## src/hdl/wsu_pkg.sv

```systemverilog
// ----------------------------------------------------------------------------
// wsu_pkg
// Shared types and constants of the websocket frame unmasker
// ----------------------------------------------------------------------------
package wsu_pkg;

    localparam int unsigned LimitWidth = 17;

    localparam logic [LimitWidth-1:0] MAX_FRAME_RESET = 17'd65536;

    // sizes of the fixed part of a frame: header, extended length, mask key
    localparam logic [LimitWidth-1:0] SHORT_HDR_BYTES = 17'd6;
    localparam logic [LimitWidth-1:0] EXT_HDR_BYTES   = 17'd8;

    localparam logic       OP_DATA    = 1'b0;
    localparam logic       OP_RESTART = 1'b1;

    localparam logic [3:0] OPC_TEXT   = 4'h1;
    localparam logic [3:0] OPC_CLOSE  = 4'h8;
    localparam logic [3:0] OPC_MASK   = 4'hF;

    localparam logic [6:0] LEN_EXT16  = 7'd126;
    localparam logic [6:0] LEN_EXT64  = 7'd127;

    localparam logic [1:0] KEY_LAST   = 2'd3;

    typedef enum logic [2:0] {
        KIND_PAYLOAD    = 3'd0,
        KIND_EMPTY_TEXT = 3'd1,
        KIND_CLOSE      = 3'd2,
        KIND_UNMASKED   = 3'd3,
        KIND_LONG       = 3'd4,
        KIND_OVERSIZE   = 3'd5
    } kind_t;

    typedef enum logic [5:0] {
        PH_HDR0    = 6'b000001,
        PH_HDR1    = 6'b000010,
        PH_EXT_HI  = 6'b000100,
        PH_EXT_LO  = 6'b001000,
        PH_KEY     = 6'b010000,
        PH_PAYLOAD = 6'b100000
    } phase_t;

    typedef struct packed {
        logic       valid;
        kind_t      kind;
        logic [7:0] payload_byte;
        logic       last;
    } result_t;

endpackage

```

## src/hdl/wsu_in_if.sv

```systemverilog
// ----------------------------------------------------------------------------
// wsu_in_if
// Input channel: one stream word per handshake
// ----------------------------------------------------------------------------
interface wsu_in_if;

    logic       valid;
    logic       ready;
    logic       op;
    logic [7:0] rx_byte;

    modport source
    (
        output valid,
        output op,
        output rx_byte,
        input  ready
    );

    modport sink
    (
        input  valid,
        input  op,
        input  rx_byte,
        output ready
    );

endinterface

```

## src/hdl/wsu_out_if.sv

```systemverilog
// ----------------------------------------------------------------------------
// wsu_out_if
// Output channel: one event or payload word per handshake
// ----------------------------------------------------------------------------
interface wsu_out_if;

    logic       valid;
    logic       ready;
    logic [2:0] kind;
    logic [7:0] payload_byte;
    logic       last;

    modport source
    (
        output valid,
        output kind,
        output payload_byte,
        output last,
        input  ready
    );

    modport sink
    (
        input  valid,
        input  kind,
        input  payload_byte,
        input  last,
        output ready
    );

endinterface

```

## src/hdl/wsu_parser.sv

```systemverilog
// ----------------------------------------------------------------------------
// wsu_parser
// Frame header parser and payload unmasker, one word per accepted cycle
// ----------------------------------------------------------------------------
module wsu_parser
(
    input  logic                               clk,
    input  logic                               rst_n,
    input  logic                               take,
    input  logic                               op,
    input  logic [7:0]                         rx_byte,
    input  logic [wsu_pkg::LimitWidth-1:0]     max_frame_bytes,
    output wsu_pkg::result_t                   res
);

    wsu_pkg::phase_t   phase_reg,  phase_next;
    logic [3:0]        opcode_reg, opcode_next;
    logic [1:0]        hpos_reg,   hpos_next;
    logic [15:0]       rem_reg,    rem_next;
    logic [3:0][7:0]   key_reg,    key_next;
    logic [1:0]        kidx_reg,   kidx_next;
    logic              drop_reg,   drop_next;

    logic [wsu_pkg::LimitWidth-1:0] short_size;
    logic [wsu_pkg::LimitWidth-1:0] ext_size;
    logic [15:0]                    ext_len;
    logic [15:0]                    rem_dec;
    logic [7:0]                     plain;

    assign ext_len    = {rem_reg[15:8], rx_byte};
    assign short_size = {10'd0, rx_byte[6:0]} + wsu_pkg::SHORT_HDR_BYTES;
    assign ext_size   = {1'b0, ext_len} + wsu_pkg::EXT_HDR_BYTES;
    assign rem_dec    = rem_reg - 16'd1;
    assign plain      = rx_byte ^ key_reg[kidx_reg];

    always_comb
    begin
        phase_next  = phase_reg;
        opcode_next = opcode_reg;
        hpos_next   = hpos_reg;
        rem_next    = rem_reg;
        key_next    = key_reg;
        kidx_next   = kidx_reg;
        drop_next   = drop_reg;
        res         = '0;

        if (take)
        begin
            if (op == wsu_pkg::OP_RESTART)
            begin
                phase_next  = wsu_pkg::PH_HDR0;
                opcode_next = '0;
                hpos_next   = '0;
                rem_next    = '0;
                key_next    = '0;
                kidx_next   = '0;
                drop_next   = 1'b0;
            end
            else if (!drop_reg)
            begin
                unique case (phase_reg)
                    wsu_pkg::PH_HDR0:
                    begin
                        opcode_next = rx_byte[3:0] & wsu_pkg::OPC_MASK;
                        phase_next  = wsu_pkg::PH_HDR1;
                    end
                    wsu_pkg::PH_HDR1:
                    begin
                        if (rx_byte[6:0] == wsu_pkg::LEN_EXT64)
                        begin
                            drop_next  = 1'b1;
                            phase_next = wsu_pkg::PH_HDR0;
                            res.valid  = 1'b1;
                            res.kind   = wsu_pkg::KIND_LONG;
                        end
                        else if (!rx_byte[7])
                        begin
                            drop_next  = 1'b1;
                            phase_next = wsu_pkg::PH_HDR0;
                            res.valid  = 1'b1;
                            res.kind   = wsu_pkg::KIND_UNMASKED;
                        end
                        else if (rx_byte[6:0] == wsu_pkg::LEN_EXT16)
                        begin
                            phase_next = wsu_pkg::PH_EXT_HI;
                        end
                        else
                        begin
                            rem_next = {9'd0, rx_byte[6:0]};
                            if (short_size > max_frame_bytes)
                            begin
                                drop_next  = 1'b1;
                                phase_next = wsu_pkg::PH_HDR0;
                                res.valid  = 1'b1;
                                res.kind   = wsu_pkg::KIND_OVERSIZE;
                            end
                            else
                            begin
                                hpos_next  = '0;
                                key_next   = '0;
                                phase_next = wsu_pkg::PH_KEY;
                            end
                        end
                    end
                    wsu_pkg::PH_EXT_HI:
                    begin
                        rem_next   = {rx_byte, 8'd0};
                        phase_next = wsu_pkg::PH_EXT_LO;
                    end
                    wsu_pkg::PH_EXT_LO:
                    begin
                        rem_next = ext_len;
                        if (ext_size > max_frame_bytes)
                        begin
                            drop_next  = 1'b1;
                            phase_next = wsu_pkg::PH_HDR0;
                            res.valid  = 1'b1;
                            res.kind   = wsu_pkg::KIND_OVERSIZE;
                        end
                        else
                        begin
                            hpos_next  = '0;
                            key_next   = '0;
                            phase_next = wsu_pkg::PH_KEY;
                        end
                    end
                    wsu_pkg::PH_KEY:
                    begin
                        key_next[hpos_reg] = rx_byte;
                        if (hpos_reg != wsu_pkg::KEY_LAST)
                        begin
                            hpos_next = hpos_reg + 2'd1;
                        end
                        else
                        begin
                            hpos_next = '0;
                            kidx_next = '0;
                            if (rem_reg != 16'd0)
                            begin
                                phase_next = wsu_pkg::PH_PAYLOAD;
                            end
                            else
                            begin
                                phase_next = wsu_pkg::PH_HDR0;
                                if (opcode_reg == wsu_pkg::OPC_TEXT)
                                begin
                                    res.valid = 1'b1;
                                    res.kind  = wsu_pkg::KIND_EMPTY_TEXT;
                                end
                                else if (opcode_reg == wsu_pkg::OPC_CLOSE)
                                begin
                                    res.valid = 1'b1;
                                    res.kind  = wsu_pkg::KIND_CLOSE;
                                end
                            end
                        end
                    end
                    wsu_pkg::PH_PAYLOAD:
                    begin
                        kidx_next = kidx_reg + 2'd1;
                        rem_next  = rem_dec;
                        if (rem_dec == 16'd0)
                        begin
                            phase_next = wsu_pkg::PH_HDR0;
                        end
                        if (opcode_reg == wsu_pkg::OPC_TEXT)
                        begin
                            res.valid        = 1'b1;
                            res.kind         = wsu_pkg::KIND_PAYLOAD;
                            res.payload_byte = plain;
                            res.last         = (rem_dec == 16'd0);
                        end
                        else if (opcode_reg == wsu_pkg::OPC_CLOSE && rem_dec == 16'd0)
                        begin
                            res.valid = 1'b1;
                            res.kind  = wsu_pkg::KIND_CLOSE;
                        end
                    end
                    default:
                    begin
                        phase_next = wsu_pkg::PH_HDR0;
                    end
                endcase
            end
        end
    end

    always_ff @(posedge clk or negedge rst_n)
    begin
        if (!rst_n)
        begin
            phase_reg  <= wsu_pkg::PH_HDR0;
            opcode_reg <= '0;
            hpos_reg   <= '0;
            rem_reg    <= '0;
            key_reg    <= '0;
            kidx_reg   <= '0;
            drop_reg   <= 1'b0;
        end
        else
        begin
            phase_reg  <= phase_next;
            opcode_reg <= opcode_next;
            hpos_reg   <= hpos_next;
            rem_reg    <= rem_next;
            key_reg    <= key_next;
            kidx_reg   <= kidx_next;
            drop_reg   <= drop_next;
        end
    end

`ifndef SYNTHESIS
    a_restart_clears: assert property (@(posedge clk) disable iff (!rst_n)
        take && op == wsu_pkg::OP_RESTART |=> phase_reg == wsu_pkg::PH_HDR0 && !drop_reg)
        else $error("restart did not return to header state");

    a_result_needs_take: assert property (@(posedge clk) disable iff (!rst_n)
        res.valid |-> take && op == wsu_pkg::OP_DATA && !drop_reg)
        else $error("result without an accepted data word");

    a_payload_has_length: assert property (@(posedge clk) disable iff (!rst_n)
        phase_reg == wsu_pkg::PH_PAYLOAD |-> rem_reg != 16'd0)
        else $error("payload state with zero remaining length");

    a_error_enters_drop: assert property (@(posedge clk) disable iff (!rst_n)
        res.valid && (res.kind == wsu_pkg::KIND_UNMASKED || res.kind == wsu_pkg::KIND_LONG
                      || res.kind == wsu_pkg::KIND_OVERSIZE) |=> drop_reg)
        else $error("error result without drop mode");
`endif

endmodule

```

## src/hdl/websocket_frame_unmasker_top.sv

```systemverilog
// ----------------------------------------------------------------------------
// websocket_frame_unmasker_top
// Client-to-server websocket frame parser and payload unmasker
// ----------------------------------------------------------------------------
// One stream word is accepted per clock unless the output stalls: each word
// is handled in the cycle it is taken, and its result (if any) lands in a
// single output register, so frame_in stays ready while that register is
// empty or being drained. That result reaches event_out in the cycle after
// the word is taken. Text payload bytes come out unmasked with last on the
// final byte, close frames give a close event, and framing errors give an
// error word and drop all input until a restart word. max_frame_bytes may be
// written whenever the block is idle; no clearing pass is needed after reset.
module websocket_frame_unmasker_top
(
    input  logic                           clk,
    input  logic                           rst_n,
    wsu_in_if.sink                         frame_in,
    wsu_out_if.source                      event_out,
    input  logic                           cfg_we,
    input  logic [wsu_pkg::LimitWidth-1:0] cfg_wdata
);

    logic [wsu_pkg::LimitWidth-1:0] max_reg;
    logic                           out_valid_reg;
    wsu_pkg::kind_t                 out_kind_reg;
    logic [7:0]                     out_byte_reg;
    logic                           out_last_reg;
    logic                           take;
    wsu_pkg::result_t               res;

    assign frame_in.ready = !out_valid_reg || event_out.ready;
    assign take           = frame_in.valid && frame_in.ready;

    wsu_parser u_parser
    (
        .clk             (clk),
        .rst_n           (rst_n),
        .take            (take),
        .op              (frame_in.op),
        .rx_byte         (frame_in.rx_byte),
        .max_frame_bytes (max_reg),
        .res             (res)
    );

    always_ff @(posedge clk or negedge rst_n)
    begin
        if (!rst_n)
        begin
            max_reg       <= wsu_pkg::MAX_FRAME_RESET;
            out_valid_reg <= 1'b0;
        end
        else
        begin
            if (cfg_we)
            begin
                max_reg <= cfg_wdata;
            end
            if (frame_in.ready)
            begin
                out_valid_reg <= res.valid;
            end
        end
    end

    always_ff @(posedge clk)
    begin
        if (frame_in.ready && res.valid)
        begin
            out_kind_reg <= res.kind;
            out_byte_reg <= res.payload_byte;
            out_last_reg <= res.last;
        end
    end

    assign event_out.valid        = out_valid_reg;
    assign event_out.kind         = out_kind_reg;
    assign event_out.payload_byte = out_byte_reg;
    assign event_out.last         = out_last_reg;

`ifndef SYNTHESIS
    a_event_fields_clean: assert property (@(posedge clk) disable iff (!rst_n)
        event_out.valid && event_out.kind != wsu_pkg::KIND_PAYLOAD
        |-> event_out.payload_byte == 8'd0 && !event_out.last)
        else $error("non-payload word carries data");

    a_result_registered: assert property (@(posedge clk) disable iff (!rst_n)
        take && res.valid |=> out_valid_reg)
        else $error("result lost at the output register");

    a_stall_blocks_input: assert property (@(posedge clk) disable iff (!rst_n)
        out_valid_reg && !event_out.ready |-> !take)
        else $error("word taken while output is stalled");
`endif

endmodule
```

## src/flat_wrapper.sv

```systemverilog
// flat-port wrapper written by rule: the top's interface ports become plain ports
module websocket_frame_unmasker_top_flat 
  (clk, rst_n, cfg_we, cfg_wdata, frame_in_valid, frame_in_op, frame_in_rx_byte, frame_in_ready, event_out_valid, event_out_kind, event_out_payload_byte, event_out_last, event_out_ready);
  wsu_in_if frame_in_i ();
  wsu_out_if event_out_i ();
  input  logic clk;
  input  logic rst_n;
  input  logic cfg_we;
  input  logic [wsu_pkg::LimitWidth-1:0] cfg_wdata;
  input wire logic [$bits(frame_in_i.valid)-1:0] frame_in_valid;
  input wire logic [$bits(frame_in_i.op)-1:0] frame_in_op;
  input wire logic [$bits(frame_in_i.rx_byte)-1:0] frame_in_rx_byte;
  output wire logic [$bits(frame_in_i.ready)-1:0] frame_in_ready;
  output wire logic [$bits(event_out_i.valid)-1:0] event_out_valid;
  output wire logic [$bits(event_out_i.kind)-1:0] event_out_kind;
  output wire logic [$bits(event_out_i.payload_byte)-1:0] event_out_payload_byte;
  output wire logic [$bits(event_out_i.last)-1:0] event_out_last;
  input wire logic [$bits(event_out_i.ready)-1:0] event_out_ready;
  assign frame_in_i.valid = frame_in_valid;
  assign frame_in_i.op = frame_in_op;
  assign frame_in_i.rx_byte = frame_in_rx_byte;
  assign frame_in_ready = frame_in_i.ready;
  assign event_out_valid = event_out_i.valid;
  assign event_out_kind = event_out_i.kind;
  assign event_out_payload_byte = event_out_i.payload_byte;
  assign event_out_last = event_out_i.last;
  assign event_out_i.ready = event_out_ready;
  websocket_frame_unmasker_top u_core (.clk(clk), .rst_n(rst_n), .frame_in(frame_in_i), .event_out(event_out_i), .cfg_we(cfg_we), .cfg_wdata(cfg_wdata));
endmodule
```

## config.mk

```make
export PLATFORM = sky130hd
export DESIGN_NAME = websocket_frame_unmasker_top_flat
export DESIGN_NICKNAME = d
export VERILOG_FILES = /design/src/hdl/wsu_pkg.sv /design/src/hdl/wsu_in_if.sv /design/src/hdl/wsu_out_if.sv /design/src/hdl/wsu_parser.sv /design/src/hdl/websocket_frame_unmasker_top.sv /design/src/flat_wrapper.sv
export SDC_FILE = /design/constraint.sdc
export NUM_CORES = 1
export LEC_CHECK = 0
export BUFFER_PORTS_ARGS = -buffer_cell sky130_fd_sc_hd__buf_2
export CAP_MARGIN = 15
export CORE_MARGIN = 2
export CORE_UTILIZATION = 50
export CTS_CLUSTER_SIZE = 14
export DETAILED_ROUTE_END_ITERATION = 10
export GPL_TIMING_DRIVEN = 0
export MAX_ROUTING_LAYER = met4
export PLACE_DENSITY = 0.67
export RECOVER_POWER = 100
export SYNTH_ARGS = -nofsm -noshare
export SYNTH_HDL_FRONTEND = slang
export SYNTH_SLANG_ARGS = --single-unit
```

## constraint.sdc

```tcl
create_clock -name clk -period 5.4 [get_ports clk]
set_input_delay 0.27 -clock clk [delete_from_list [all_inputs] [get_ports clk]]
set_output_delay 0.27 -clock clk [all_outputs]
set_load 0.05 [all_outputs]
```

Yosys cells after proc, flatten, opt, wreduce, memory -nomap -nowiden --
Index checks and enable logic that the tools add are counted.
Word-level totals: flip-flop bits (word level) 93, input port bits 31
Operators by class: add/sub/neg operators 5, $lt $le $gt $ge 5, eq/ne operators 20, multiplexer cells 71, bitwise operators 4, reduce and logical (&&, ||, !) cells 21
Operators by type and width (number):
- $mux 32 | 7
- $pmux 32 s3 | 1
- $mux 16 | 5
- $pmux 16 s4 | 1
- $mux 4 | 14
- $mux 6 | 8
- $mux 13 | 3
- $pmux 6 s6 | 1
- $gt 17x17->1 | 2
- $bwmux 32 | 1
- $mux 2 | 11
- $ne 3x3->1 const B | 7
- $mux 9 | 2
- $add 16x4->17 const B | 1
- $bmux 8 s2 | 1
- $demux 8 s2 | 1
- $logic_not 16->1 | 1
- $mux 8 | 2
- $pmux 4 s4 | 1
- $reduce_bool 16->1 | 1
- $sub 16x1->16 const B | 1
- $eq 7x7->1 const B | 2
- $mux 5 | 2
- $add 7x3->8 const B | 1
- 32 further kinds | 49

Depth between registers and ports, before layout --
word-level depth 11, mapped depth 14

Modules after synthesis --
From an unflattened synthesis, not the netlist that was laid out.
Unflattened totals: cells, all modules 641, area, all modules 6072.1 sq um
By module, submodules not included:
- wsu_parser | instances 1, cells an instance 588, area an instance 4974.8 sq um
- websocket_frame_unmasker_top | instances 1, cells an instance 53, area an instance 1097.3 sq um

Worst setup path after synthesis --
No wires, ideal clock.
path type reg2reg, start reg u_core.u_parser.rem_reg[8], end reg u_core.out_kind_reg[0] (netlist: u_core.event_out.kind[0]), enable pin, arrival time 2.911 ns, required time 5.048 ns, setup slack 2.136 ns, stages on the path, launching flop included 12, buffers on the path 1, period minus slack after synthesis 3.264 ns, cells stage by stage dfrtp_1 > clkbuf_1 > nand4_1 > nor3_1 > xor2_1 > ha_1 > nand4_1 > or3_1 > o22a_1 > a211o_1 > o211ai_1 > o21a_1
On the way: longest elaborated chain between the ends 10, elaborated cells between the ends (all ways) 16, those cells by class add/sub: 2; order compare: 1; mux: 9; reduce/logical: 4
Ends and longest elaborated chain:
- start, declared | line wsu_parser.sv:19 | logic [15:0] rem_reg, rem_next;
- start signal, assigned | line wsu_parser.sv:205 | rem_reg <= rem_next;
- parallel branches: the longest is 5 deep, another holds $add 16x4->17
- $pmux 4 s4 * | line wsu_parser.sv:61 | unique case (phase_reg)
- $mux 13 * | line wsu_parser.sv:59 | else if (!drop_reg)
- $mux 13 * | line wsu_parser.sv:49 | if (op == wsu_pkg::OP_RESTART)
- $mux 13 * | line wsu_parser.sv:47 | if (take)
- $logic_and 1x1->1 * | line websocket_frame_unmasker_top.sv:67 | if (frame_in.ready && res.valid)
- end signal, assigned | line websocket_frame_unmasker_top.sv:69 | out_kind_reg <= res.kind;
- end, declared | line websocket_frame_unmasker_top.sv:25 | wsu_pkg::kind_t out_kind_reg;
Every way passes the cells marked *. A chain may end at the register's enable or synchronous reset.

Worst setup path in the final report --
start reg u_core.u_parser.rem_reg[8], end reg u_core.u_parser.key_reg[1] in the netlist's numbering
On the way: longest elaborated chain between the ends 4
Ends and longest elaborated chain:
- $add 16x4->17 | line wsu_parser.sv:32 | assign ext_size = {1'b0, ext_len} + wsu_pkg::EXT_HDR_BYTES;
- $gt 17x17->1 | line wsu_parser.sv:113 | if (ext_size > max_frame_bytes)
- $ne 3x3->1 (no source line)
- $reduce_and 8->1 (no source line)
- end signal, assigned | line wsu_parser.sv:206 | key_reg <= key_next;
- end, declared | line wsu_parser.sv:20 | logic [3:0][7:0] key_reg, key_next;
No other way between the ends.

==> run summary <==
outcome = finished, violations left
violated checks = max-capacitance violations, max-slew violations
final setup margin = 959 ps
Leak = 2.81 nW
grt total ovfl = 0
Worst Max-Slew Pin Slew = 1720 ps
Clock Path Buffers = 2
register area share after synthesis = 39.2%
post-route antenna net violation count = 0
routability cong. = 0.933
Worst slew margin = -14.6%
GR Util met1 = 40.3%
largest net degree at the start of global routing = 53
VDD IR max = 188 uV
drt total wl = 16.6 mm
max_cap viols = 1
die width = 114 um
fraction of layout cells with a size suffix above 1 = 9.47%
number of remaining DRC errors = 0
syn_nets = 752
Power Total = 0.00198 W
vias in the first global route = 5261
register bit total from synthesis = 93
met3 Track Usage GR = 3.76%
dpl ws = 962 ps
CP startpoint kind = flop
DRT Pass-1 Iters = 6
Clock Pin Slew Worst Setup and Hold Paths = 70 ps
Setup Viol. Count Final = 0
Placeable Area = 0.0120 sq mm
worst setup path class = flop to flop
hpwl dp = 12.4 mm
clk sinks = 93
mapped cell area = 0.00609 sq mm
Crit Path Max Fanout = 10
Hold Crit Class = input port to flop
Synth cell types = 69
Hold Fails Final Rpt = 0
TritonCTS clock tree = done
RSZ-0062 raised after global routing = no
critical path data arrival time = 4640 ps
Critical Path End Type = flop
Final nets = 809
Skew-Pair Late Insertion Delay = 350 ps
minimum clock period = 4440 ps
number of flops mapped to enable cells by yosys = 12
Data required, critical path = 5590 ps
fmax = 225 MHz
initial DRC count = 593
met2 Usage GRT = 40.0%
Final TNS setup = 0 ps
IO Port Bufs = 44
Ys Warns = 0
Post-synth top flop = dfrtp_1
clk root buf = clkbuf_16
num rows = 40
period utilization = 82.2%
routed vias/inst = 6.10
Ant. Diodes = 0
Starting Density = 51.0%
first-pass GRT wire length = 27.3 mm
PwrDens = 293 mW/mm^2
# IOs = 45
wire length per cell = 18.5 um
Syn-to-layout area delta = 10.9%
CTS Buf Count = 9
Die Area = 0.0131 sq mm
Worst Clk Skew = 7.88 ps
htree depth = 3
cell count after synthesis = 688
Post-CTS Setup Bufs = 0
Synth async-reset ratio = 87.1%
Final Max Tran Viols = 30
GRT Max-Usage Layer = met1
via count = 5470
Die Ht = 114 um
antenna violations before repair = 0
GRT Resource Usage Total = 27.7%
max FFs per register = 32
Avg Cell Area, Syn = 8.86 sq um
## Yosys cell counts (5+ instances only)
| cell | n | area, sq um |
|---|---|---|
| xor2_1 | 11 | 96.3 |
| xnor2_1 | 23 | 201 |
| nand3_1 | 9 | 45.0 |
| o211ai_1 | 5 | 37.5 |
| mux4_2 | 8 | 180 |
| nor2b_1 | 6 | 37.5 |
| nand4_1 | 11 | 68.8 |
| or3_1 | 6 | 37.5 |
| inv_1 | 41 | 154 |
| nor2_1 | 49 | 184 |
| o31ai_1 | 8 | 60.1 |
| nand2b_1 | 6 | 37.5 |
| nor3_1 | 15 | 75.1 |
| o21ai_0 | 46 | 230 |
| mux2_2 | 10 | 113 |
| ha_1 | 33 | 413 |
| a22oi_1 | 15 | 113 |
| a21o_1 | 5 | 37.5 |
| a31oi_1 | 27 | 169 |
| clkbuf_1 | 41 | 154 |
| dfrtp_1 | 79 | 1980 |
| nor4_1 | 11 | 68.8 |
| and2_1 | 6 | 37.5 |
| edfxtp_1 | 12 | 360 |
| nand2_1 | 73 | 274 |
| a21oi_1 | 56 | 280 |
## cell usage in the layout, fill, tap and decap left out, drive strengths merged, types with 12 or more instances in the layout
master  synthesis  routed
dfrtp          79      79
nand2          73      73
clkbuf         41      69
a21oi          56      56
nor2           49      49
o21ai          48      48
inv            41      41
buf             6      35
ha             33      33
a31oi          27      27
xnor2          23      23
nor3           16      16
a22oi          15      15
edfxtp         12      12
nor4           12      12
## per-layer routing
metal,up-vias,wire [um],share of wire (%)
li1,2609,-,-
met1,2637,8010,48
met2,201,7140,43
met3,23,1110,6.7
met4,0,297,1.8
met5,-,0,0
## layout make-up
class / instances / area, sq um
sequential: 93 / 2390
clock inverter: 4 / 25.0
multi-input combinational: 506 / 3340
fill: 1098 / 5200
buffer: 47 / 189
timing repair buffer: 46 / 238
clock buffer: 12 / 236
tap: 147 / 184
inverter: 42 / 158
## final timing paths
path / from / slack [ps] / to / cells past startpoint
max: u_core.u_parser.rem_reg[8] / 960 / u_core.u_parser.key_reg[1] / 13
min: cfg_wdata[12] / 120 / u_core.max_reg[12] / 3
max reg2reg: u_core.u_parser.rem_reg[8] / 960 / u_core.u_parser.key_reg[1] / 13
min reg2reg: u_core.max_reg[0] / 540 / u_core.max_reg[0] / 1
max in group asynchronous: rst_n / 3490 / u_core.u_parser.phase_reg[4] / 2
min in group asynchronous: rst_n / 900 / u_core.max_reg[11] / 2
## cells by family after synthesis
group / Yosys count / synth area share [%]
and+or+nand+nor: 223 / 18.4
buffers and inverters: 89 / 5.69
adders and majority gates: 33 / 6.77
DFF: 93 / 39.2
muxes: 19 / 4.97
xor gates and xnor gates: 34 / 4.89
AOI/OAI and AO/OA: 197 / 20.1
## worst max-delay path: stages, from the launching register on
cell and delay [ps]:
dfrtp_1 320, clkbuf_1 380, nand4_1 250, nor3_1 330
xnor2_1 180, ha_1 280, a21oi_1 210, o21ai_0 130
a2111oi_0 800, a211o_1 310, nor2_1 80, a21oi_1 320
clkbuf_1 500, a31oi_1 180
## what timing repair did
item,in CTS,in global routing
hold buffers,1,0
hold endpoints to repair,27,0
gates resized for setup,0,0
## report_power, final
group          switching [W]  total (W)  leakage [nW]  internal (W)
registers          0.0000631   0.000837          1.21      0.000774
clock network       0.000268   0.000579         0.124      0.000311
logic               0.000345   0.000563          1.48      0.000218
## metrics by stage
stage | area, sq um | hold slack [ps] | utilization, % | std cells
6_report | 6760 | 117 | 56.5 | 897
3_3_place_gp | 6500 | 477 | 54.3 | 879
3_5_place_dp | 6530 | 232 | 54.6 | 880
4_1_cts | 6800 | 115 | 56.9 | 897
2_1_floorplan | 6090 | -25.6 | - | 688
5_1_grt | 6760 | 135 | 56.5 | 897
No activity file was read; power rests on OpenSTA's default activity.
